**src/rtl/pdll_pkg.sv**
```systemverilog
// Shared types and codes for the positional doubly linked list.
`default_nettype none
package pdll_pkg;

  localparam int unsigned KindW   = 3;
  localparam int unsigned StatusW = 3;
  localparam int unsigned PosW    = 8;
  localparam int unsigned ValueW  = 32;

  typedef enum logic [KindW-1:0] {
    KIND_INS_FRONT = 3'd0,
    KIND_INS_END   = 3'd1,
    KIND_INS_POS   = 3'd2,
    KIND_DEL_FRONT = 3'd3,
    KIND_DEL_END   = 3'd4,
    KIND_DEL_POS   = 3'd5
  } kind_e;

  typedef enum logic [StatusW-1:0] {
    ST_OK        = 3'd0,
    ST_INVALID   = 3'd1,
    ST_NOT_FOUND = 3'd2,
    ST_EMPTY     = 3'd3,
    ST_FULL      = 3'd4
  } status_e;

  // Datapath operations issued by the controller.
  typedef enum logic [3:0] {
    OP_NONE,
    OP_LATCH,      // capture request, cursor <= head (tail for delete at end), step <= 1
    OP_FREE_RD,    // read free stack top
    OP_WALK_RD,    // read next link of cursor
    OP_WALK_ADV,   // cursor <= read next link, step++
    OP_NODE_RD,    // read prev and next of target node
    OP_INS_WR,     // write new node value/links, fix neighbour or head/tail
    OP_INS_FIX,    // write the second neighbour link
    OP_DEL_WR,     // fix first neighbour of removed node
    OP_DEL_FIX     // fix second neighbour, push node back on free stack
  } op_e;

  typedef struct packed {
    op_e  op;
    logic ins_front;  // insert goes at the head
    logic done;       // load result register
    logic [StatusW-1:0] status;
  } dp_cmd_t;

  typedef struct packed {
    logic list_empty;
    logic store_full;
    logic pos_zero;
    logic ins_pos_over;   // position > length + 1
    logic del_pos_over;   // position > length
    logic walk_done;      // step has reached target
    logic [KindW-1:0] kind;
    logic [PosW-1:0]  pos;
  } dp_stat_t;

endpackage
`default_nettype wire

```
**src/rtl/pdll_datapath.sv**
```systemverilog
// Datapath: node store, free stack, head/tail/length registers and cursor.
`default_nettype none
module pdll_datapath
  import pdll_pkg::*;
#(
  parameter int unsigned Capacity = 64
) (
  input  wire logic               clk_i,
  input  wire logic               rst_ni,
  input  wire logic [KindW-1:0]   kind_i,
  input  wire logic [ValueW-1:0]  value_i,
  input  wire logic [PosW-1:0]    position_i,
  input  wire dp_cmd_t            cmd_i,
  output dp_stat_t                stat_o,
  output logic [StatusW-1:0]      status_o,
  output logic [$clog2(Capacity+1)-1:0] count_o
);

  localparam int unsigned IdxW  = $clog2(Capacity);
  localparam int unsigned LinkW = $clog2(Capacity+1);
  localparam logic [LinkW-1:0] NullLink = LinkW'(Capacity);
  localparam int unsigned CmpW  = (LinkW > PosW ? LinkW : PosW) + 1;

  logic [ValueW-1:0] node_value [Capacity];
  logic [LinkW-1:0]  next_link  [Capacity];
  logic [LinkW-1:0]  prev_link  [Capacity];
  logic [IdxW-1:0]   free_stack [Capacity];

  logic [LinkW-1:0] head_q, tail_q, top_q, len_q;
  logic [KindW-1:0] kind_q;
  logic [ValueW-1:0] value_q;
  logic [PosW-1:0]  pos_q;
  logic [LinkW-1:0] cur_q, step_q;
  logic [LinkW-1:0] rd_next_q, rd_prev_q;
  logic [IdxW-1:0]  new_q;
  logic [LinkW-1:0] p_q, q_q;   // neighbours for link updates
  logic             init_q;
  logic [IdxW-1:0]  init_idx_q;
  logic [StatusW-1:0] status_q;

  function automatic logic is_node(logic [LinkW-1:0] l);
    return l < NullLink;
  endfunction

  logic [CmpW-1:0] pos_w, len_w, tgt_w;
  assign pos_w = CmpW'(pos_q);
  assign len_w = CmpW'(len_q);
  // Insert walks to position-1, delete walks to position.
  assign tgt_w = (kind_q == KIND_DEL_POS) ? pos_w : pos_w - CmpW'(1);

  assign stat_o.list_empty   = !is_node(head_q);
  assign stat_o.store_full   = (top_q == '0);
  assign stat_o.pos_zero     = (pos_q == '0);
  assign stat_o.ins_pos_over = pos_w > len_w + CmpW'(1);
  assign stat_o.del_pos_over = pos_w > len_w;
  assign stat_o.walk_done    = CmpW'(step_q) >= tgt_w;
  assign stat_o.kind         = kind_q;
  assign stat_o.pos          = pos_q;

  // Free stack initialization sweep after reset; the stack fills one entry a cycle
  // but pops only read entries below top, which the sweep has already written.
  always_ff @(posedge clk_i or negedge rst_ni) begin
    if (!rst_ni) begin
      init_q     <= 1'b1;
      init_idx_q <= '0;
    end else if (init_q) begin
      init_idx_q <= init_idx_q + IdxW'(1);
      if (init_idx_q == IdxW'(Capacity-1)) init_q <= 1'b0;
    end
  end

  // Control registers.
  always_ff @(posedge clk_i or negedge rst_ni) begin
    if (!rst_ni) begin
      head_q   <= NullLink;
      tail_q   <= NullLink;
      top_q    <= LinkW'(Capacity);
      len_q    <= '0;
      status_q <= ST_OK;
    end else begin
      if (cmd_i.done) status_q <= cmd_i.status;
      unique case (cmd_i.op)
        OP_FREE_RD: top_q <= top_q - LinkW'(1);
        OP_INS_WR: begin
          if (!is_node(p_q)) head_q <= LinkW'(new_q);
          if (!is_node(q_q)) tail_q <= LinkW'(new_q);
          len_q <= len_q + LinkW'(1);
        end
        OP_DEL_WR: begin
          if (!is_node(rd_prev_q)) head_q <= rd_next_q;
          if (!is_node(rd_next_q)) tail_q <= rd_prev_q;
        end
        OP_DEL_FIX: begin
          top_q <= top_q + LinkW'(1);
          len_q <= len_q - LinkW'(1);
        end
        default: ;
      endcase
    end
  end

  // Payload registers and memories.
  always_ff @(posedge clk_i) begin
    if (init_q) free_stack[init_idx_q] <= init_idx_q;
    unique case (cmd_i.op)
      OP_LATCH: begin
        kind_q  <= kind_i;
        value_q <= value_i;
        pos_q   <= position_i;
        // Delete at the end starts from the tail, everything else from the head.
        cur_q   <= (kind_i == KIND_DEL_END) ? tail_q : head_q;
        step_q  <= LinkW'(1);
        p_q     <= (kind_i == KIND_INS_END) ? tail_q : NullLink;
        q_q     <= (kind_i == KIND_INS_END) ? NullLink : head_q;
        rd_next_q <= head_q;
      end
      OP_FREE_RD: new_q <= free_stack[IdxW'(top_q - LinkW'(1))];
      OP_WALK_RD: rd_next_q <= next_link[IdxW'(cur_q)];
      OP_WALK_ADV: begin
        cur_q  <= rd_next_q;
        step_q <= step_q + LinkW'(1);
      end
      OP_NODE_RD: begin
        if (kind_q == KIND_INS_POS) begin
          // Walk ended on the predecessor (or head when position is one).
          if (cmd_i.ins_front) begin
            p_q <= NullLink;
            q_q <= head_q;
          end else begin
            p_q <= cur_q;
            q_q <= next_link[IdxW'(cur_q)];
          end
        end else begin
          rd_prev_q <= prev_link[IdxW'(cur_q)];
          rd_next_q <= next_link[IdxW'(cur_q)];
        end
      end
      OP_INS_WR: begin
        node_value[new_q] <= value_q;
        prev_link[new_q]  <= p_q;
        next_link[new_q]  <= q_q;
        if (is_node(q_q)) prev_link[IdxW'(q_q)] <= LinkW'(new_q);
      end
      OP_INS_FIX: if (is_node(p_q)) next_link[IdxW'(p_q)] <= LinkW'(new_q);
      OP_DEL_WR: if (is_node(rd_prev_q)) next_link[IdxW'(rd_prev_q)] <= rd_next_q;
      OP_DEL_FIX: begin
        if (is_node(rd_next_q)) prev_link[IdxW'(rd_next_q)] <= rd_prev_q;
        free_stack[IdxW'(top_q)] <= IdxW'(cur_q);
      end
      default: ;
    endcase
  end

  assign status_o = status_q;
  assign count_o  = len_q;

endmodule
`default_nettype wire

```
**src/rtl/pdll_ctrl.sv**
```systemverilog
// Controller state machine sequencing each list request.
`default_nettype none
module pdll_ctrl
  import pdll_pkg::*;
(
  input  wire logic     clk_i,
  input  wire logic     rst_ni,
  input  wire logic     start_i,
  input  wire dp_stat_t stat_i,
  output dp_cmd_t       cmd_o,
  output logic          busy_o,
  output logic          done_o
);

  typedef enum logic [9:0] {
    S_IDLE  = 10'b0000000001,
    S_DEC   = 10'b0000000010,
    S_WALK  = 10'b0000000100,
    S_ADV   = 10'b0000001000,
    S_NODE  = 10'b0000010000,
    S_INSWR = 10'b0000100000,
    S_INSFX = 10'b0001000000,
    S_DELWR = 10'b0010000000,
    S_DELFX = 10'b0100000000,
    S_DONE  = 10'b1000000000
  } state_e;

  state_e state_q, state_d;
  logic   done_q;

  always_ff @(posedge clk_i or negedge rst_ni) begin
    if (!rst_ni) begin
      state_q <= S_IDLE;
      done_q  <= 1'b0;
    end else begin
      state_q <= state_d;
      done_q  <= cmd_o.done;
    end
  end

  logic is_ins, is_del;
  assign is_ins = (stat_i.kind == KIND_INS_FRONT) || (stat_i.kind == KIND_INS_END) ||
                  (stat_i.kind == KIND_INS_POS);
  assign is_del = (stat_i.kind == KIND_DEL_FRONT) || (stat_i.kind == KIND_DEL_END) ||
                  (stat_i.kind == KIND_DEL_POS);

  always_comb begin
    state_d = state_q;
    cmd_o   = '{op: OP_NONE, ins_front: 1'b0, done: 1'b0, status: ST_OK};
    unique case (state_q)
      S_IDLE: begin
        if (start_i) begin
          cmd_o.op = OP_LATCH;
          state_d  = S_DEC;
        end
      end
      S_DEC: begin
        // Request checks in the same order as the list semantics require.
        if (stat_i.kind == KIND_INS_POS && stat_i.pos_zero) begin
          cmd_o.done = 1'b1; cmd_o.status = ST_INVALID; state_d = S_DONE;
        end else if (is_ins && stat_i.store_full) begin
          cmd_o.done = 1'b1; cmd_o.status = ST_FULL; state_d = S_DONE;
        end else if (stat_i.kind == KIND_INS_POS && stat_i.ins_pos_over) begin
          cmd_o.done = 1'b1; cmd_o.status = ST_NOT_FOUND; state_d = S_DONE;
        end else if (is_del && stat_i.list_empty) begin
          cmd_o.done = 1'b1; cmd_o.status = ST_EMPTY; state_d = S_DONE;
        end else if (stat_i.kind == KIND_DEL_POS && stat_i.pos_zero) begin
          cmd_o.done = 1'b1; cmd_o.status = ST_INVALID; state_d = S_DONE;
        end else if (stat_i.kind == KIND_DEL_POS && stat_i.del_pos_over) begin
          cmd_o.done = 1'b1; cmd_o.status = ST_NOT_FOUND; state_d = S_DONE;
        end else if (is_ins) begin
          cmd_o.op = OP_FREE_RD;
          state_d  = (stat_i.kind == KIND_INS_POS) ? S_WALK : S_INSWR;
        end else if (is_del) begin
          state_d = (stat_i.kind == KIND_DEL_POS) ? S_WALK : S_NODE;
        end else begin
          cmd_o.done = 1'b1; cmd_o.status = ST_INVALID; state_d = S_DONE;
        end
      end
      S_WALK: begin
        if (stat_i.walk_done) begin
          state_d = S_NODE;
        end else begin
          cmd_o.op = OP_WALK_RD;
          state_d  = S_ADV;
        end
      end
      S_ADV: begin
        cmd_o.op = OP_WALK_ADV;
        state_d  = S_WALK;
      end
      S_NODE: begin
        cmd_o.op        = OP_NODE_RD;
        cmd_o.ins_front = (stat_i.pos == PosW'(1));
        state_d         = is_ins ? S_INSWR : S_DELWR;
      end
      S_INSWR: begin
        cmd_o.op = OP_INS_WR;
        state_d  = S_INSFX;
      end
      S_INSFX: begin
        cmd_o.op = OP_INS_FIX;
        cmd_o.done = 1'b1;
        state_d = S_DONE;
      end
      S_DELWR: begin
        cmd_o.op = OP_DEL_WR;
        state_d  = S_DELFX;
      end
      S_DELFX: begin
        cmd_o.op = OP_DEL_FIX;
        cmd_o.done = 1'b1;
        state_d = S_DONE;
      end
      S_DONE: state_d = S_IDLE;
      default: state_d = S_IDLE;
    endcase
  end

  assign busy_o = (state_q != S_IDLE);
  assign done_o = done_q;

endmodule
`default_nettype wire

```
**src/rtl/positional_doubly_linked_list_top.sv**
```systemverilog
// Top level of the positional doubly linked list.
//
//  channel   signals                                direction  transaction
//  request   start_i, busy_o, kind_i, value_i,      in         start_i && !busy_o
//            position_i
//  result    done_o, status_o, element_count_o      out        done_o (one cycle)
//
// A request that fails its checks goes from the decode state straight to the done state.
// An insert at the front or end passes the free-stack read, the node write and the
// link fix; a delete at the front or end the node read, the unlink write and the link
// fix. A positional request first walks the next links, one read and one advance each.
// After reset the free stack is filled one entry per cycle,
// during which no request may start.
// The result strobe is one cycle wide and cannot be held off.
`default_nettype none
module positional_doubly_linked_list_top
  import pdll_pkg::*;
#(
  parameter int unsigned CAPACITY = 64
) (
  input  wire logic                  clk_i,
  input  wire logic                  rst_ni,
  input  wire logic                  start_i,
  output logic                       busy_o,
  input  wire logic [KindW-1:0]      kind_i,
  input  wire logic signed [ValueW-1:0] value_i,
  input  wire logic [PosW-1:0]       position_i,
  output logic                       done_o,
  output logic [StatusW-1:0]         status_o,
  output logic [$clog2(CAPACITY+1)-1:0] element_count_o
);

  dp_cmd_t  cmd;
  dp_stat_t stat;
  logic     busy_ctrl;
  logic     init_busy_q;
  logic [$clog2(CAPACITY+1)-1:0] init_cnt_q;

  // Holds requests off while the free stack is being filled.
  always_ff @(posedge clk_i or negedge rst_ni) begin
    if (!rst_ni) begin
      init_busy_q <= 1'b1;
      init_cnt_q  <= '0;
    end else if (init_busy_q) begin
      init_cnt_q <= init_cnt_q + ($clog2(CAPACITY+1))'(1);
      if (init_cnt_q == ($clog2(CAPACITY+1))'(CAPACITY - 1)) init_busy_q <= 1'b0;
    end
  end

  pdll_ctrl u_ctrl (
    .clk_i  (clk_i),
    .rst_ni (rst_ni),
    .start_i(start_i && !init_busy_q),
    .stat_i (stat),
    .cmd_o  (cmd),
    .busy_o (busy_ctrl),
    .done_o (done_o)
  );

  pdll_datapath #(.Capacity(CAPACITY)) u_dp (
    .clk_i     (clk_i),
    .rst_ni    (rst_ni),
    .kind_i    (kind_i),
    .value_i   (value_i),
    .position_i(position_i),
    .cmd_i     (cmd),
    .stat_o    (stat),
    .status_o  (status_o),
    .count_o   (element_count_o)
  );

  assign busy_o = busy_ctrl || init_busy_q;

endmodule
`default_nettype wire

```
**config.mk**
```make
export PLATFORM = sky130hd
export DESIGN_NAME = positional_doubly_linked_list_top
export DESIGN_NICKNAME = d
export VERILOG_FILES = /design/src/rtl/pdll_pkg.sv /design/src/rtl/pdll_datapath.sv /design/src/rtl/pdll_ctrl.sv /design/src/rtl/positional_doubly_linked_list_top.sv
export SDC_FILE = /design/constraint.sdc
export NUM_CORES = 2
export LEC_CHECK = 0
export BUFFER_PORTS_ARGS = -buffer_cell sky130_fd_sc_hd__buf_4
export CORE_ASPECT_RATIO = 0.75
export CORE_MARGIN = 2
export CORE_UTILIZATION = 29
export CTS_BUF_LIST = sky130_fd_sc_hd__clkbuf_4
export DETAILED_ROUTE_END_ITERATION = 16
export PLACE_DENSITY = 0.47
export RECOVER_POWER = 25
export SYNTH_ARGS = -nofsm -noshare
export SYNTH_HDL_FRONTEND = slang
export SYNTH_SLANG_ARGS = --single-unit
```
**constraint.sdc**
```tcl
create_clock -name clk_i -period 4.4 [get_ports clk_i]
set_input_delay 0.88 -clock clk_i [delete_from_list [all_inputs] [get_ports clk_i]]
set_output_delay 0.88 -clock clk_i [all_outputs]
set_load 0.05 [all_outputs]
```
==> impl_metrics.tcl <==
set metrics [dict create \
    antenna_left 0 \
    final_util_pct 33.3 \
    status "finished, violations left" \
    slew_violations 266 \
    r2r_start "u_ctrl.state_q[3]" \
    synth.avg_cell_area_um2 14.7 \
    start_kind "flop" \
    drv_cap 5 \
    post-route-period-util_pct 98.4 \
    synth_commonest_cells "edfxtp_1 (1,275), nand2_1 (445), mux4_2 (413), mux2_2 (405), o21ai_0 (347)" \
    endpoint_kind "flop" \
    min_delay_path_depth 3 \
    wl_per_cell_um 25.1 \
    max-vdd-ir-drop_v 0.000457 \
    pre_cts_slack_ns 0.140 \
    yosysWarnings 0 \
    nNetsFinal 4936 \
    rows 153 \
    die_width_um 560 \
    drive_above_1_share_pct 34.6 \
    drt-total-wl_um 207000 \
    power.density_mw_per_mm2 502 \
    path_buf_inv 2 \
    dr_total_vias 42700 \
    critical_path.max_stage_delay_ns 0.94 \
    fp.coreArea_mm2 0.231 \
    syn_nets 4659 \
    rsz0062_at_grt "yes" \
    worstSetupPathType "flop to flop" \
    critPathTopFamily "simple AND/OR/NAND/NOR gates" \
    ys.flop_type "edfxtp_1" \
    synthDistinctLibCells 75 \
    leakagePower_nw 25.4 \
    yosys.area.top_type_share_pct 56.9 \
    worst_ep_required_time_ns 5.08 \
    setup_viol 0 \
    ys_seq_area_share_pct 61.2 \
    r2r-end "u_dp.prev_link[35][1]" \
    worstPathArrival_ns 5.01 \
    tightestPinTransition_ns 2.44 \
    clk_pin_slew_ns 0.06 \
    ios 58 \
    max_freq_mhz 231 \
    clockBufferDepth 4 \
    r2r_slack_ns 0.07 \
    hold_ws_ns 0.225 \
    grt_start_max_net_pins 107 \
    syn_inst 4576 \
    grt_pass1_wl_um 301000 \
    grt_overflow 0 \
    vias_per_cell 5.18 \
    grt_pass1_vias 42300 \
    synth_edf_count 1275 \
    die_h_um 421 \
    yosysMostFrequentCell "edfxtp_1" \
    cts_root_buffer "clkbuf_4" \
    min_to "u_ctrl.state_q[0]" \
    htree_levels 5 \
    fin_worst_skew_ns 0.138 \
    crit_chain "or4_1, buf_4, nor4_2, a31oi_1, nor2_1, clkbuf_2, nand2_1, o21ai_0" \
    r2r_cells 8 \
    cts_buffers 367 \
    async_reset_ff_share_pct 4.07 \
    dp_cells 7572 \
    die_area_mm2 0.236 \
    hp-class "primary input to flop" \
    drc 0 \
    area_growth_pct 14.4 \
    start_util_pct 29.1 \
    gp_congestion 0.825 \
    crit_path_max_fanout 12 \
    drt-initial-drc-count 4426 \
    min-delay-start "start_i" \
    relSlewSlack_pct -62.8 \
    grt_use_total_pct 17.2 \
    finalCriticalPeriod_ns 4.33 \
    clkSinkCount 1402 \
    hold_viol 0 \
    violations "capacitance limit, slew limit" \
    yosysTopAreaCell "edfxtp_1" \
    drt_pass1_iterations 8 \
    syn_area_mm2 0.0672 \
    antenna_found_initial 8 \
    worstSkewPairLatency_ns 1.17 \
    cts_tree "built" \
    synthTopCellsByArea "edfxtp_1 (57%), mux4_2 (14%), mux2_2 (6.8%)" \
    fin_cells 8247 \
    dp_hpwl_um 130000 \
    worst_slack_ns 0.0700 \
    io_buffers 25 \
    ys_ff_latch 1402 \
    critPathSlowestCell "nor4_2" \
]
[state kept, by name, summed over array words and instances (netlist names), named ones only]
signal           flops
u_dp.tail_q          7
init_busy_q          1
u_dp.q_q             7
u_dp.kind_q          3
u_dp.p_q             7
u_dp.new_q           6
u_dp.init_idx_q      6
u_dp.head_q          7
init_cnt_q           7
u_ctrl.state_q      10
u_dp.top_q           7
u_dp.free_stack    384
u_dp.rd_next_q       7
u_dp.step_q          7
u_dp.init_q          1
u_dp.pos_q           8
u_ctrl.done_o        1
u_dp.status_o        3
u_dp.count_o         7
u_dp.prev_link     448
u_dp.cur_q           7
u_dp.next_link     448
u_dp.rd_prev_q       7
[worst max path at each step]
stage / cells past startpoint / slack (ns) / endpoint / start
4_1_cts: 5 / 0.14 / busy_o / u_ctrl.state_q[6]
3_3_place_gp: 8 / 0.19 / u_dp.next_link[21][2] / u_ctrl.state_q[6]
2_1_floorplan: 7 / 0.63 / u_dp.next_link[0][6] / u_ctrl.state_q[0]
5_1_grt: 8 / -0.14 / u_dp.next_link[29][1] / u_ctrl.state_q[6]
3_5_place_dp: 8 / 0.14 / u_dp.next_link[28][2] / u_ctrl.state_q[6]
6_report: 8 / 0.07 / u_dp.prev_link[35][1] / u_ctrl.state_q[3]
[layout make-up]
class                   instances  area, µm²
flip-flops and latches       1402      41100
repair buffers                304       2390
multi-input cells            2739      24600
inverters                      39        146
well taps                    3100       3880
fillers                     22800     154000
clock buffers                 561       4210
clock inverters                97        475
diodes                          5       12.5
[metrics by stage]
stage	power, mW	instance area (µm²)	TNS (ns)
2_1_floorplan	22.5	67300	0
5_1_grt	40.3	76900	-4.45
4_1_cts	39.1	77000	0
3_5_place_dp	27.3	72200	0
3_3_place_gp	27.3	72200	0
6_report	38.6	76900	0
[worst register-to-register path, cell delays in order (launching register included)]
cell	delay, ns
dfrtp_1	0.44
or4_1	0.56
buf_4	0.19
nor4_2	0.94
a31oi_1	0.40
nor2_1	0.23
clkbuf_2	0.51
nand2_1	0.17
o21ai_0	0.41
[power by group]
part	internal [mW]	switching [mW]
Clock	5.93	5.71
Sequential	15.1	0.557
Combinational	4.52	6.83
[cell families after synthesis]
logic type | synth area share, %
flops | 61.2
simple gates | 7.26
mux | 21.2
compound gates | 6.65
buf+inv | 2.53
xor+xnor | 0.521
fa+ha+maj | 0.700
[cells in the final DEF, fill, tap and decap left out, drive strengths merged, types with 103 or more instances in the layout]
master and n:
buf 245, mux2 405, o21ai 363, clkbuf 608, nand2 445, edfxtp 1275, a22o 103, a21oi 112
nor2 278, nor3 132, mux4 413
[what timing repair did]
item | in CTS | in global routing
resized for setup | 0 | 4
endpoints found under the setup margin | 0 | 37
endpoints found under the hold margin | 62 | 0
buffers inserted | 0 | 0
hold buffers | 12 | 0
[routing by layer]
metal	track usage (%)	vias to the layer above	part of all wire (%)
met5	0	-	0
met4	4.65	0	2.1
met3	3.57	312	7.9
met2	23.8	1749	42
met1	26.8	22000	48
li1	-	18700	-
Note: power is estimated with default switching activity, not from simulation.
